**src/hdl/wpcm_pkg.sv**
```systemverilog
// Shared types, constants and helpers for the world-to-pixel cross marker.
package wpcm_pkg;

  localparam int CROSS_ARM = 5;
  localparam int MAX_DIM   = 4096;
  localparam int COORD_W   = $clog2(MAX_DIM);
  localparam int DIM_W     = 13;
  localparam int POS_W     = 32;
  localparam int COLOR_W   = 8;
  localparam int Q_DEPTH   = 4;
  localparam int QA_W      = $clog2(Q_DEPTH);
  localparam int QC_W      = $clog2(Q_DEPTH + 1);

  localparam logic OP_BODY  = 1'b0;
  localparam logic OP_CROSS = 1'b1;

  localparam logic [COLOR_W-1:0] WHITE = COLOR_W'(255);

  typedef enum logic [2:0] {
    REG_BOX_X_MIN  = 3'd0,
    REG_BOX_X_MAX  = 3'd1,
    REG_BOX_Y_MIN  = 3'd2,
    REG_BOX_Y_MAX  = 3'd3,
    REG_SCALE_X    = 3'd4,
    REG_SCALE_Y    = 3'd5,
    REG_IMG_WIDTH  = 3'd6,
    REG_IMG_HEIGHT = 3'd7
  } reg_idx_t;

  typedef struct packed {
    logic signed [POS_W-1:0] box_x_min;
    logic signed [POS_W-1:0] box_x_max;
    logic signed [POS_W-1:0] box_y_min;
    logic signed [POS_W-1:0] box_y_max;
    logic [POS_W-1:0]        scale_x;
    logic [POS_W-1:0]        scale_y;
    logic [DIM_W-1:0]        image_width;
    logic [DIM_W-1:0]        image_height;
  } cfg_t;

  // Decoded item: center pixel plus precomputed arm extents on the image.
  typedef struct packed {
    logic               op;
    logic [COORD_W-1:0] x;
    logic [COORD_W-1:0] y;
    logic [COORD_W-1:0] hlo;
    logic [COORD_W-1:0] hhi;
    logic [COORD_W-1:0] vlo;
    logic [COORD_W-1:0] vhi;
    logic [COLOR_W-1:0] red;
    logic [COLOR_W-1:0] green;
    logic [COLOR_W-1:0] blue;
  } entry_t;

  // Last valid coordinate for a configured dimension (0 acts as 1, capped at MAX_DIM).
  function automatic logic [COORD_W-1:0] dim_last(input logic [DIM_W-1:0] d);
    logic [COORD_W-1:0] r;
    if (d == '0) begin
      r = '0;
    end else if (d > DIM_W'(MAX_DIM)) begin
      r = COORD_W'(MAX_DIM - 1);
    end else begin
      r = COORD_W'(d - DIM_W'(1));
    end
    return r;
  endfunction

endpackage

```
**src/hdl/wpcm_back.sv**
```systemverilog
// Back end: pixel sequencer; body items and cross arms go to the output register.
module wpcm_back
  import wpcm_pkg::*;
(
  input  logic               clk,
  input  logic               rst,
  input  logic               head_valid,
  input  entry_t             head,
  output logic               deq,
  input  logic               pop,
  output logic               out_valid,
  output logic [COORD_W-1:0] pix_x,
  output logic [COORD_W-1:0] pix_y,
  output logic [COLOR_W-1:0] out_red,
  output logic [COLOR_W-1:0] out_green,
  output logic [COLOR_W-1:0] out_blue,
  output logic               last
);

  typedef enum logic [1:0] {
    S_IDLE,
    S_HORZ,
    S_VERT
  } state_t;

  state_t             state;
  entry_t             ent;
  logic [COORD_W-1:0] cur;
  logic               advance;

  assign advance = !out_valid || pop;
  assign deq     = advance && (state == S_IDLE) && head_valid;

  always_ff @(posedge clk) begin
    if (rst) begin
      state     <= S_IDLE;
      out_valid <= 1'b0;
    end else if (advance) begin
      unique case (state)
        S_IDLE: begin
          if (head_valid) begin
            out_valid <= 1'b1;
            ent       <= head;
            pix_y     <= head.y;
            if (head.op == OP_BODY) begin
              pix_x     <= head.x;
              out_red   <= WHITE;
              out_green <= WHITE;
              out_blue  <= WHITE;
              last      <= 1'b1;
            end else begin
              pix_x     <= head.hlo;
              out_red   <= head.red;
              out_green <= head.green;
              out_blue  <= head.blue;
              last      <= 1'b0;
              if (head.hlo == head.hhi) begin
                state <= S_VERT;
                cur   <= head.vlo;
              end else begin
                state <= S_HORZ;
                cur   <= head.hlo + COORD_W'(1);
              end
            end
          end else begin
            out_valid <= 1'b0;
          end
        end
        S_HORZ: begin
          out_valid <= 1'b1;
          pix_x     <= cur;
          pix_y     <= ent.y;
          last      <= 1'b0;
          if (cur == ent.hhi) begin
            state <= S_VERT;
            cur   <= ent.vlo;
          end else begin
            cur <= cur + COORD_W'(1);
          end
        end
        S_VERT: begin
          out_valid <= 1'b1;
          pix_x     <= ent.x;
          pix_y     <= cur;
          last      <= (cur == ent.vhi);
          if (cur == ent.vhi) begin
            state <= S_IDLE;
          end else begin
            cur <= cur + COORD_W'(1);
          end
        end
        default: begin
          state <= S_IDLE;
        end
      endcase
    end
  end

endmodule

```
**config.mk**
```make
export PLATFORM = sky130hd
export DESIGN_NAME = wpcm_back
export DESIGN_NICKNAME = d
export VERILOG_FILES = /design/src/hdl/wpcm_pkg.sv /design/src/hdl/wpcm_back.sv
export SDC_FILE = /design/constraint.sdc
export NUM_CORES = 1
export LEC_CHECK = 0
export BUFFER_PORTS_ARGS = -buffer_cell sky130_fd_sc_hd__buf_4
export CORE_MARGIN = 4
export CORE_UTILIZATION = 30
export DETAILED_ROUTE_END_ITERATION = 7
export GPL_TIMING_DRIVEN = 0
export PLACE_DENSITY = 0.59
export SYNTH_ARGS = -nofsm -noshare
export SYNTH_HDL_FRONTEND = slang
export SYNTH_SLANG_ARGS = --single-unit
```
**constraint.sdc**
```tcl
create_clock -name clk -period 10 [get_ports clk]
set_clock_uncertainty 0.15 [all_clocks]
set_input_delay 1.5 -clock clk [delete_from_list [all_inputs] [get_ports clk]]
set_output_delay 1.5 -clock clk [all_outputs]
set_load 0.01 [all_outputs]
```
==> flow_metrics.py <==
metrics = {
    "outcome": {
        "status": "finished clean",
    },
    "place": {
        "dp_hpwl_um": 13200,
        "placed_area_mm2": 0.00752,
        "port-buffer-count": 149,
        "routabilityCongestion": 0.944,
        "dp_slack_ns": 6.15,
    },
    "clock_network": {
        "clk_pin_slew_worst_paths_ns": 0.06,
        "ctsLongestPathBuffers": 2,
        "cts_max_level": 4,
        "worstSkewPairLatency_ns": 0.43,
        "ctsResizeCount": 0,
        "clock-sinks": 124,
        "cts_hold_buf": 0,
        "cts_tree": "yes",
        "cts-root-buf": "clkbuf_16",
        "cts_setup_buffers": 0,
        "numCtsBuffers": 17,
    },
    "floorplan": {
        "rows": 51,
        "initial_utilization_pct": 30.6,
        "die_w_um": 149,
        "core_mm2": 0.0195,
        "io_pins": 152,
        "die_area_mm2": 0.0222,
        "die_y_um": 149,
    },
    "finish": {
        "drive_gt1_share_pct": 36.4,
        "mostFrequentLayoutCell": "buf_4",
        "fin_nets": 722,
        "layout_common_cells": "buf_4, edfxtp_1, a21oi_1",
        "fillers": 1821,
        "n_antenna_cell": 0,
        "areaGrowthSynthToFinish_pct": 36.6,
        "seq_area_mm2": 0.00369,
        "fin_area_mm2": 0.00813,
        "multi_input_area_mm2": 0.00201,
    },
    "synth": {
        "synth_edf_count": 121,
        "syn-cell-area_mm2": 0.00595,
        "syn_avg_cell_area_um2": 13.7,
        "synth_cell_types": 39,
        "synthCells": 436,
        "async_reset_ff_share_pct": 0,
        "yosys_register_bits": 124,
        "yosysSeqAreaShare_pct": 62.0,
        "synth_nets": 544,
        "yosys_warnings": 0,
        "synth_flop_cell": "edfxtp_1",
    },
    "routing": {
        "wl_um": 17800,
        "first_pass_iters": 5,
        "first_iter_violations": 333,
        "num_vias": 4311,
        "via_per_inst": 4.83,
        "ant_nets": 0,
        "post_drt_wl_per_cell_um": 19.9,
        "route.detailed.drc": 0,
    },
    "setup_path": {
        "cp_data_arrival_time_ns": 2.19,
        "crit_type": "in -> out",
        "cp_max_fo": 4,
        "startpoint_type": "input port",
        "r2r_setup_slack_ns": 7.27,
        "crit-reg2reg-launch": "state[1]$_SDFFE_PP0P_",
        "end_kind": "output pin",
        "ff2ff_path_depth": 8,
        "rr_endpoint": "cur[9]$_DFFE_PP_",
        "cp.required_ns": 8.35,
    },
    "timing": {
        "fmax_mhz": 261,
        "fin_crit_sh_pct": 38.4,
        "worst_pin_slew_ns": 0.883,
        "finalSetupViolCount": 0,
        "fin_crit_ns": 3.84,
        "hold_viol_final": 0,
        "timing.final.ws_setup_ns": 6.16,
        "final-max-slew-violation-count": 0,
        "relSlewSlack_pct": 40.8,
        "rsz0062_at_grt": "no",
    },
    "pwr": {
        "p_leak_nw": 3.16,
        "powerDensity_mw_per_mm2": 251,
        "ir_drop_mv": 0.130,
    },
    "min_path": {
        "hp-class": "reg -> reg",
        "min-delay-start": "out_valid$_SDFFE_PP0P_",
        "holdPathStages": 2,
        "min_to": "out_valid$_SDFFE_PP0P_",
    },
    "global_route": {
        "grt.total_usage_pct": 16.1,
        "grt_pass1_wl_um": 26700,
        "grt_max_degree": 17,
        "antenna_found_initial": 0,
        "grt-ovfl-total": 0,
        "grt_pass1_vias": 4608,
    },
    "run": {
        "drv_cap": 0,
    },
}
==> worst max-delay path by stage <==
stage              from           endpoint  cells after the start
2_1_floorplan       rst  ent[24]$_DFFE_PP_                      1
3_3_place_gp        pop  ent[33]$_DFFE_PP_                      3
6_report            pop                deq                      4
4_1_cts             pop                deq                      4
3_5_place_dp   head[96]   cur[2]$_DFFE_PP_                      4
5_1_grt             pop                deq                      4
==> cell families (layout without fill, tap and decap cells) <==
family	after synthesis	count (layout)	share of synthesized area, %
AOI/OAI and AO/OA	85	85	10.9
xor gates and xnor gates	55	55	8.60
adders and majority gates	7	7	1.47
buffers and inverters	47	238	4.33
DFF	124	124	62.0
muxes	27	27	4.58
and+or+nand+nor	91	91	8.09
==> registers in the layout, summed over array words and instances (netlist names) <==
register and cells:
out_red 8, out_green 8, pix_x 12, state 2
cur 12, last 1, ent 60, pix_y 12
out_valid 1, out_blue 8
==> Yosys cell counts, types with 2 or more instances <==
| master | n | area [µm²] |
|---|---|---|
| a22oi_1 | 12 | 90.1 |
| edfxtp_1 | 121 | 3630 |
| buf_6 | 5 | 56.3 |
| mux2_2 | 2 | 22.5 |
| nor4_1 | 8 | 50.1 |
| dfxtp_1 | 3 | 60.1 |
| a21oi_1 | 37 | 185 |
| ha_1 | 7 | 87.6 |
| inv_1 | 12 | 45.0 |
| nand2_1 | 8 | 30.0 |
| nand3_1 | 15 | 75.1 |
| a221oi_2 | 10 | 150 |
| clkbuf_1 | 12 | 45.0 |
| buf_1 | 5 | 18.8 |
| a221oi_1 | 14 | 123 |
| o211ai_1 | 4 | 30.0 |
| xnor2_1 | 28 | 245 |
| nand2b_1 | 24 | 150 |
| buf_2 | 8 | 40.0 |
| nor3_1 | 7 | 35.0 |
| mux2i_1 | 25 | 250 |
| clkbuf_8 | 3 | 41.3 |
| xor2_1 | 23 | 201 |
| o211a_1 | 2 | 20.0 |
| nor2_1 | 17 | 63.8 |
| nand4_1 | 8 | 50.1 |
| xnor2_2 | 4 | 65.1 |
==> power by group <==
group	internal (mW)	leakage [nW]	switching, mW	total, mW
sequential	0.719	1.14	0.0342	0.753
clock	0.396	0.300	0.242	0.638
combinational	0.270	1.72	0.378	0.648
total	1.38	3.16	0.655	2.04
==> critical path, cell delays in order <==
cell	delay, ns
buf_4	0.11
nor2b_1	0.30
nor2_1	0.11
buf_4	0.16
==> metrics by stage <==
stage / cells / utilization (%) / hold WS, ns / power (mW) / setup TNS [ns]
after floorplan: 436 / - / 0.350 / 1.15 / 0
after global placement: 850 / 38.0 / 0.332 / 1.40 / -71.39
after detailed placement: 860 / 38.6 / 0.355 / 1.41 / 0
after CTS: 892 / 41.8 / 0.365 / 2.05 / 0
after global routing: 892 / 41.8 / 0.378 / 2.14 / 0
final: 892 / 41.8 / 0.364 / 2.04 / 0
==> layout make-up <==
type,instances,share of cell area [%]
Clock inverter,15,2.32
Timing Repair Buffer,159,15.0
Clock buffer,17,5.23
Buffer,34,2.57
Inverter,13,0.600
Tap cell,265,4.08
Sequential cell,124,45.4
Multi-Input combinational cell,265,24.8
==> metal layers <==
| metal | global-route usage (%) | vias up | share of wire (%) |
|---|---|---|---|
| met2 | 26.3 | 160 | 49 |
| li1 | - | 2013 | - |
| met3 | 3.98 | 22 | 5.9 |
| met4 | 5.49 | 0 | 1.9 |
| met5 | 0 | - | 0 |
| met1 | 21.0 | 2116 | 43 |
Power figures use the tool's default switching activity.
