`config.mk`:
```
export PLATFORM = sky130hd
export DESIGN_NAME = wpcm_queue
export DESIGN_NICKNAME = d
export VERILOG_FILES = /design/src/hdl/wpcm_pkg.sv /design/src/hdl/wpcm_queue.sv
export SDC_FILE = /design/constraint.sdc
export NUM_CORES = 1
export LEC_CHECK = 0
export BUFFER_PORTS_ARGS = -buffer_cell sky130_fd_sc_hd__buf_2
export CORE_ASPECT_RATIO = 0.5
export CORE_MARGIN = 2
export CORE_UTILIZATION = 60
export CTS_CLUSTER_SIZE = 12
export DETAILED_ROUTE_END_ITERATION = 12
export PLACE_DENSITY = 0.8
export SYNTH_ARGS = -nofsm -noshare
export SYNTH_HDL_FRONTEND = slang
export SYNTH_SLANG_ARGS = --single-unit
```
`constraint.sdc`:
```
create_clock -name clk -period 8.73 [get_ports clk]
set_clock_uncertainty 0.1 [all_clocks]
set_input_delay 1.746 -clock clk [delete_from_list [all_inputs] [get_ports clk]]
set_output_delay 1.746 -clock clk [all_outputs]
set_load 0.01 [all_outputs]
```
`src/hdl/wpcm_pkg.sv`:
```
// Shared types, constants and helpers for the world-to-pixel cross marker.
package wpcm_pkg;

  localparam int CROSS_ARM = 5;
  localparam int MAX_DIM   = 4096;
  localparam int COORD_W   = $clog2(MAX_DIM);
  localparam int DIM_W     = 13;
  localparam int POS_W     = 32;
  localparam int COLOR_W   = 8;
  localparam int Q_DEPTH   = 4;
  localparam int QA_W      = $clog2(Q_DEPTH);
  localparam int QC_W      = $clog2(Q_DEPTH + 1);

  localparam logic OP_BODY  = 1'b0;
  localparam logic OP_CROSS = 1'b1;

  localparam logic [COLOR_W-1:0] WHITE = COLOR_W'(255);

  typedef enum logic [2:0] {
    REG_BOX_X_MIN  = 3'd0,
    REG_BOX_X_MAX  = 3'd1,
    REG_BOX_Y_MIN  = 3'd2,
    REG_BOX_Y_MAX  = 3'd3,
    REG_SCALE_X    = 3'd4,
    REG_SCALE_Y    = 3'd5,
    REG_IMG_WIDTH  = 3'd6,
    REG_IMG_HEIGHT = 3'd7
  } reg_idx_t;

  typedef struct packed {
    logic signed [POS_W-1:0] box_x_min;
    logic signed [POS_W-1:0] box_x_max;
    logic signed [POS_W-1:0] box_y_min;
    logic signed [POS_W-1:0] box_y_max;
    logic [POS_W-1:0]        scale_x;
    logic [POS_W-1:0]        scale_y;
    logic [DIM_W-1:0]        image_width;
    logic [DIM_W-1:0]        image_height;
  } cfg_t;

  // Decoded item: center pixel plus precomputed arm extents on the image.
  typedef struct packed {
    logic               op;
    logic [COORD_W-1:0] x;
    logic [COORD_W-1:0] y;
    logic [COORD_W-1:0] hlo;
    logic [COORD_W-1:0] hhi;
    logic [COORD_W-1:0] vlo;
    logic [COORD_W-1:0] vhi;
    logic [COLOR_W-1:0] red;
    logic [COLOR_W-1:0] green;
    logic [COLOR_W-1:0] blue;
  } entry_t;

  // Last valid coordinate for a configured dimension (0 acts as 1, capped at MAX_DIM).
  function automatic logic [COORD_W-1:0] dim_last(input logic [DIM_W-1:0] d);
    logic [COORD_W-1:0] r;
    if (d == '0) begin
      r = '0;
    end else if (d > DIM_W'(MAX_DIM)) begin
      r = COORD_W'(MAX_DIM - 1);
    end else begin
      r = COORD_W'(d - DIM_W'(1));
    end
    return r;
  endfunction

endpackage

```
`src/hdl/wpcm_queue.sv`:
```
// Small register queue of decoded items between front and back.
module wpcm_queue
  import wpcm_pkg::*;
(
  input  logic            clk,
  input  logic            rst,
  input  logic            enq,
  input  entry_t          enq_entry,
  input  logic            deq,
  output logic            head_valid,
  output entry_t          head,
  output logic [QC_W-1:0] count
);

  entry_t          slots [Q_DEPTH];
  logic [QA_W-1:0] wr_ptr;
  logic [QA_W-1:0] rd_ptr;

  always_ff @(posedge clk) begin
    if (rst) begin
      wr_ptr <= '0;
      rd_ptr <= '0;
      count  <= '0;
    end else begin
      if (enq) begin
        wr_ptr <= wr_ptr + QA_W'(1);
      end
      if (deq) begin
        rd_ptr <= rd_ptr + QA_W'(1);
      end
      if (enq && !deq) begin
        count <= count + QC_W'(1);
      end else if (deq && !enq) begin
        count <= count - QC_W'(1);
      end
    end
    if (enq) begin
      slots[wr_ptr] <= enq_entry;
    end
  end

  assign head_valid = (count != '0);
  assign head       = slots[rd_ptr];

endmodule

```
==> results of run 1 <==
-- final timing paths --
path | start | endpoint | slack, ps
worst max-delay path | flop | head[96] | 4100
worst min-delay path | count[2] | count[2] | 400
worst max register to register | wr_ptr[0] | slots[1][68] | 6190
worst min register to register | count[2] | count[2] | 400
-- registers in the layout, indices dropped and copies added, names as in the netlist, named ones only --
register	count
slots	388
rd_ptr	2
count	3
wr_ptr	2
-- layer usage --
layer | up-vias | wire length (um) | global-route usage, %
li1 | 2814 | - | -
met1 | 3388 | 10600 | 27.8
met2 | 170 | 13600 | 36.0
met3 | 44 | 1280 | 4.30
met4 | 2 | 454 | 5.32
met5 | - | 7 | 0
-- final cells by class --
type	count	area (um^2)
Fill cell	1387	6950
Clock buffer	56	1060
Sequential cell	397	11800
Tap cell	315	394
Multi-Input combinational cell	126	2420
Antenna cell	1	2.50
Timing Repair Buffer	208	1060
Clock inverter	3	36.3
Inverter	4	15.0
-- power by group through the flow --
| stage | registers, uW | clock network, uW | logic (uW) |
|---|---|---|---|
| floorplan | 2250 | 0 | 240 |
| global placement | 2260 | 0 | 374 |
| detailed placement | 2270 | 0 | 381 |
| CTS | 2230 | 1510 | 384 |
| global route | 2240 | 1580 | 403 |
| finish | 2230 | 1480 | 375 |
-- cell usage after synthesis --
cell type  number  area, um^2
mux2i_1         2        20.0
buf_2          11        55.1
inv_1           4        15.0
edfxtp_1      388       11700
xor2_1          3        26.3
and2_1          4        25.0
o21ai_0         1        5.00
a21oi_1         1        5.00
nand2_1         1        3.75
dfxtp_1         9         180
xnor2_1         2        17.5
or3_1           2        12.5
fa_1            1        20.0
ha_1            5        62.6
clkbuf_1        7        26.3
buf_8           4        60.1
buf_6           1        11.3
mux4_2         97        2180
nor2_1          7        26.3
-- worst max-delay path: stages, from the launching register on --
cell and delay (ps):
dfxtp_4 760, buf_4 700, mux4_2 610, buf_2 160
-- metrics by stage --
stage | hold slack [ps] | instance area [um^2] | cells | setup slack [ps] | utilization [%]
after floorplan | 385 | 14400 | 550 | 4180 | -
after global routing | 470 | 16800 | 1110 | 3830 | 70.8
after CTS | 406 | 16800 | 1109 | 3960 | 70.8
after detailed placement | 396 | 15700 | 1050 | 4520 | 66.1
final | 401 | 16800 | 1110 | 4100 | 70.8
after global placement | 384 | 15700 | 1050 | 4520 | 66.1
-- placed cells by master (no fill, tap or decap), types with 3 or more instances in the layout --
cell,instances
edfxtp_1,388
buf_2,201
mux4_2,97
clkbuf_16,40
clkbuf_1,16
nor2_1,7
dfxtp_1,7
buf_4,7
ha_1,5
inv_1,4
and2_4,4
xor2_1,3
-- logic make-up after synthesis --
group,synth area share [%]
buffers and inverters,1.16
AND/OR/NAND/NOR,0.469
XOR/XNOR,0.304
adder cells (fa/ha/maj),0.573
AO/OA/AOI/OAI,0.0694
flip-flops,82.1
multiplexers,15.3
==> impl_metrics.csv, run 1 <==
group,metric,value,unit
sta,rsz0062_at_grt,"no",
power_and_ir_drop,sw_frac_of_total,21.5,%
sta,hold_viol,0,
global_routing,grt_pass1_wl,39.1,mm
yosys,syn-cell-area,14400,um^2
clocking,clk_latency,520,ps
critical_path,critPathCaptureType,"output port",
power_and_ir_drop,leakagePower,0.00566,uW
die,start_util,60.6,%
power_and_ir_drop,total_power,4080,uW
global_routing,grt_max_degree,55,
critical_path,cp-start-kind,"flop",
clocking,cts_tree,"built",
die,die_area,25300,um^2
sta,slew_headroom,43.2,%
sta,period_share,53.1,%
sta,maxSlewViolCount,0,
power_and_ir_drop,pwr-share-clk,36.2,%
yosys,synth-seq-cells,397,
die,rows,40,
power_and_ir_drop,ir_worst_vdd,0.155,mV
yosys,avgSynthCellArea,26.2,um^2
run,max_cap_violations,0,
layout,final_nets,883,
sta,tightest_slew,852,ps
placement,hpwlAfterDp,15.8,mm
status,status,"finished, final reports clean",
clocking,cts.sinks,397,
die,coreArea,23800,um^2
die,fp.dieH,114,um
placement,place_congestion,0.725,
clocking,cts-htree-levels,2,
sta,fin_tns_setup,0,ps
critical_path,r2r_cells,3,
critical_path,crit_type,"reg -> out",
clocking,cts_made_buffers,39,
route,drc,0,
clocking,cts_setup_buffers,0,
clocking,path_clk_slew,60,ps
route,wl_per_cell,23.3,um
route,viasPerCell,5.78,
min_path,min_path_type,"reg -> reg",
global_routing,grt.total_usage,20.8,%
global_routing,grt_pass1_vias,6819,
power_and_ir_drop,netSwitchingPower,876,uW
global_routing,antenna_found_initial,2,
route,dr.pass1.iters,4,
yosys,ys_warn_count,0,
sta,clock.fmax,216,MHz
yosys,syn_inst,550,
power_and_ir_drop,p_per_area,243,nW/um^2
placement,portBuffers,201,
clocking,root_buffer,"clkbuf_16",
layout,drive_gt1_share,44.6,%
power_and_ir_drop,internal_power,3210,uW
route,ant_nets,0,
min_path,whs_path_depth,2,
power_and_ir_drop,power_frac_comb,9.2,%
global_routing,globalRoute.totalOverflow,0,
die,io_pins,202,
sta,post-route-min-period,4630,ps
clocking,holdBufCountCts,0,
layout,area_growth,16.8,%
clocking,cts.path.max_buffers,3,
yosys,synth_seq_area_share,82.1,%
clocking,cts-resized-gates,0,
critical_path,crit_arrival,2790,ps
critical_path,required,6880,ps
route,drtIter0Drc,460,
yosys,synth_nets,657,
route,wl,25.9,mm
die,die_x,223,um
route,vias,6418,
critical_path,crit_fanout,36,
sta,setup_violations,0,
yosys,synth.distinct_cells,19,
power_and_ir_drop,seq_power_share,54.6,%
Note: power is estimated with default switching activity, not from simulation.
==> run 2: changes to the inputs <==
--- a/config.mk
+++ b/config.mk
@@ -8,10 +8,10 @@
 export BUFFER_PORTS_ARGS = -buffer_cell sky130_fd_sc_hd__buf_2
 export CORE_ASPECT_RATIO = 0.5
 export CORE_MARGIN = 2
-export CORE_UTILIZATION = 60
+export CORE_UTILIZATION = 57
 export CTS_CLUSTER_SIZE = 12
 export DETAILED_ROUTE_END_ITERATION = 12
-export PLACE_DENSITY = 0.8
+export PLACE_DENSITY = 0.76
 export SYNTH_ARGS = -nofsm -noshare
 export SYNTH_HDL_FRONTEND = slang
 export SYNTH_SLANG_ARGS = --single-unit
==> constraint.sdc (replaced) <==
create_clock -name clk -period 4.3 [get_ports clk]
set_clock_uncertainty 0.1 [all_clocks]
set_input_delay 0.86 -clock clk [delete_from_list [all_inputs] [get_ports clk]]
set_output_delay 0.86 -clock clk [all_outputs]
set_load 0.01 [all_outputs]
==> run 2 against run 1 <==
- sequential power grew 100%
- count of clock-buffer cells in the layout grew 1
- die area grew 5.1%
- first-iteration DRC count shrank 0.22%
- non-clock buffer count grew 4
- clock power grew 100%
- final area grew 0.88%
- flip-flop and latch count is the same
- sequential share of layout area shrank 0.61 points
- wire length grew 1.1%
- power grew 100%
- core utilization shrank 3.0 points
- highest routed layer unchanged
==> impl_metrics.csv, run 2 (synthesis gave the netlist of run 1 again) <==
group,metric,value,unit
global_routing,grt_pass1_wl,39.5,mm
route,routed.top_layer,"met5",
sta,hold_viol,0,
power_and_ir_drop,power_frac_comb,9.3,%
route,ant_nets,0,
clocking,cts-resized-gates,0,
critical_path,required,3340,ps
power_and_ir_drop,seq_power_share,54.4,%
status,status,"finished, final reports clean",
min_path,min_path_type,"reg -> reg",
critical_path,timing.rr.start,"wr_ptr[1]",
critical_path,r2r_cells,4,
layout,largest-register,"slots",
clocking,cts_setup_buffers,0,
die,coreArea,25000,um^2
sta,period_share,78.9,%
route,wl,26.2,mm
run,max_cap_violations,0,
clocking,cts.sinks,397,
die,io_pins,202,
power_and_ir_drop,netSwitchingPower,1780,uW
placement,hpwlAfterDp,15.5,mm
critical_path,worst-r2r-setup-slack,2200,ps
global_routing,grt_max_degree,58,
sta,post-route-min-period,3390,ps
clocking,cts_tree,"built",
layout,final_nets,887,
die,start_util,57.6,%
placement,placed_area,15900,um^2
route,vias,6418,
route,met1_length,10.7,mm
route,wl_met3,1.42,mm
layout,final_common_cell,"edfxtp_1",
placement,portBuffers,201,
critical_path,critPathCaptureType,"output port",
die,fp.dieH,116,um
layout,nFillCells,1608,
critical_path,worstReg2RegEnd,"slots[1][71]",
clocking,cts-htree-levels,2,
global_routing,grt_pass1_vias,6703,
clocking,root_buffer,"clkbuf_16",
route,drtIter0Drc,459,
power_and_ir_drop,internal_power,6550,uW
placement,place_congestion,0.745,
sta,rsz0062_at_grt,"no",
sta,slew_headroom,47.7,%
global_routing,grt.total_usage,20.1,%
sta,setup_violations,0,
route,wl_met2,13.3,mm
die,die_area,26600,um^2
clocking,holdBufCountCts,0,
clocking,cts.path.max_buffers,3,
layout,reg_top3,"slots (388), count (3)",
global_routing,antenna_found_initial,4,
layout,largest_register_ffs,388,
critical_path,cp-start-kind,"flop",
sta,clock.fmax,295,MHz
layout,area_growth,17.8,%
layout,stdcell_area,17000,um^2
critical_path,crit_type,"reg -> out",
power_and_ir_drop,leakagePower,0.00570,uW
power_and_ir_drop,sw_frac_of_total,21.3,%
sta,maxSlewViolCount,0,
route,viasPerCell,5.61,
critical_path,crit_arrival,2430,ps
sta,fin_tns_setup,0,ps
clocking,path_clk_slew,60,ps
global_routing,globalRoute.totalOverflow,0,
layout,mostFrequentLayoutCells,"edfxtp_1 (388), buf_2 (201), mux4_2 (97)",
route,dr.pass1.iters,5,
power_and_ir_drop,ir_worst_vdd,0.245,mV
power_and_ir_drop,p_per_area,490,nW/um^2
die,die_x,229,um
sta,tightest_slew,784,ps
power_and_ir_drop,pwr-share-clk,36.3,%
critical_path,cp-endpoint,"head[61]",
layout,drive_gt1_share,44.7,%
clocking,clk_latency,520,ps
route,drc,0,
die,rows,41,
critical_path,crit_fanout,36,
clocking,cts_made_buffers,39,
route,wl_per_cell,22.9,um
==> run 2: routing by layer <==
layer	up-vias	track usage, %
met5	-	0
met4	2	7.75
li1	2810	-
met2	184	33.1
met3	57	4.69
met1	3365	26.9
==> run 2: per-stage QoR <==
stage	utilization [%]	hold slack, ps	worst slack (ps)	total power, uW	instances
finish	67.8	444	909	8320	1145
global route	67.8	430	730	8610	1144
global placement	63.4	379	1400	5370	1083
floorplan	-	385	632	5060	550
CTS	67.8	420	825	8410	1142
detailed placement	63.4	409	1410	5400	1083
==> run 2: layout make-up <==
cell class	instances	area, um^2	area share [%]
antenna	3	7.51	0.0442
inverter	4	15.0	0.0885
timing repair buffer	212	1160	6.86
clock inverter	2	12.5	0.0737
tap	344	430	2.54
multi-input combinational	126	2420	14.2
clock buffer	57	1090	6.40
sequential	397	11800	69.8
==> run 2: worst min path at each step <==
stage	start	to	slack (ps)	depth (start not counted)
floorplan	rd_ptr[1]	flop	380	2
detailed placement	rd_ptr[1]	flop	410	2
global route	enq_entry[25]	slots[0][25]	430	1
CTS	enq_entry[53]	slots[3][53]	420	1
global placement	count[2]	count[2]	380	2
finish	count[2]	count[2]	440	2
==> run 2: power by group through the flow <==
stage	Clock [uW]	Sequential, uW	Combinational, uW
after floorplan	0	4570	487
after global placement	0	4590	777
after detailed placement	0	4610	789
after CTS	3080	4530	794
after global routing	3220	4540	840
final	3020	4530	776
==> run 2: critical path: stages, from the launching register on <==
cell     delay (ps)
dfxtp_4         750
buf_12          340
mux4_2          560
buf_2           160
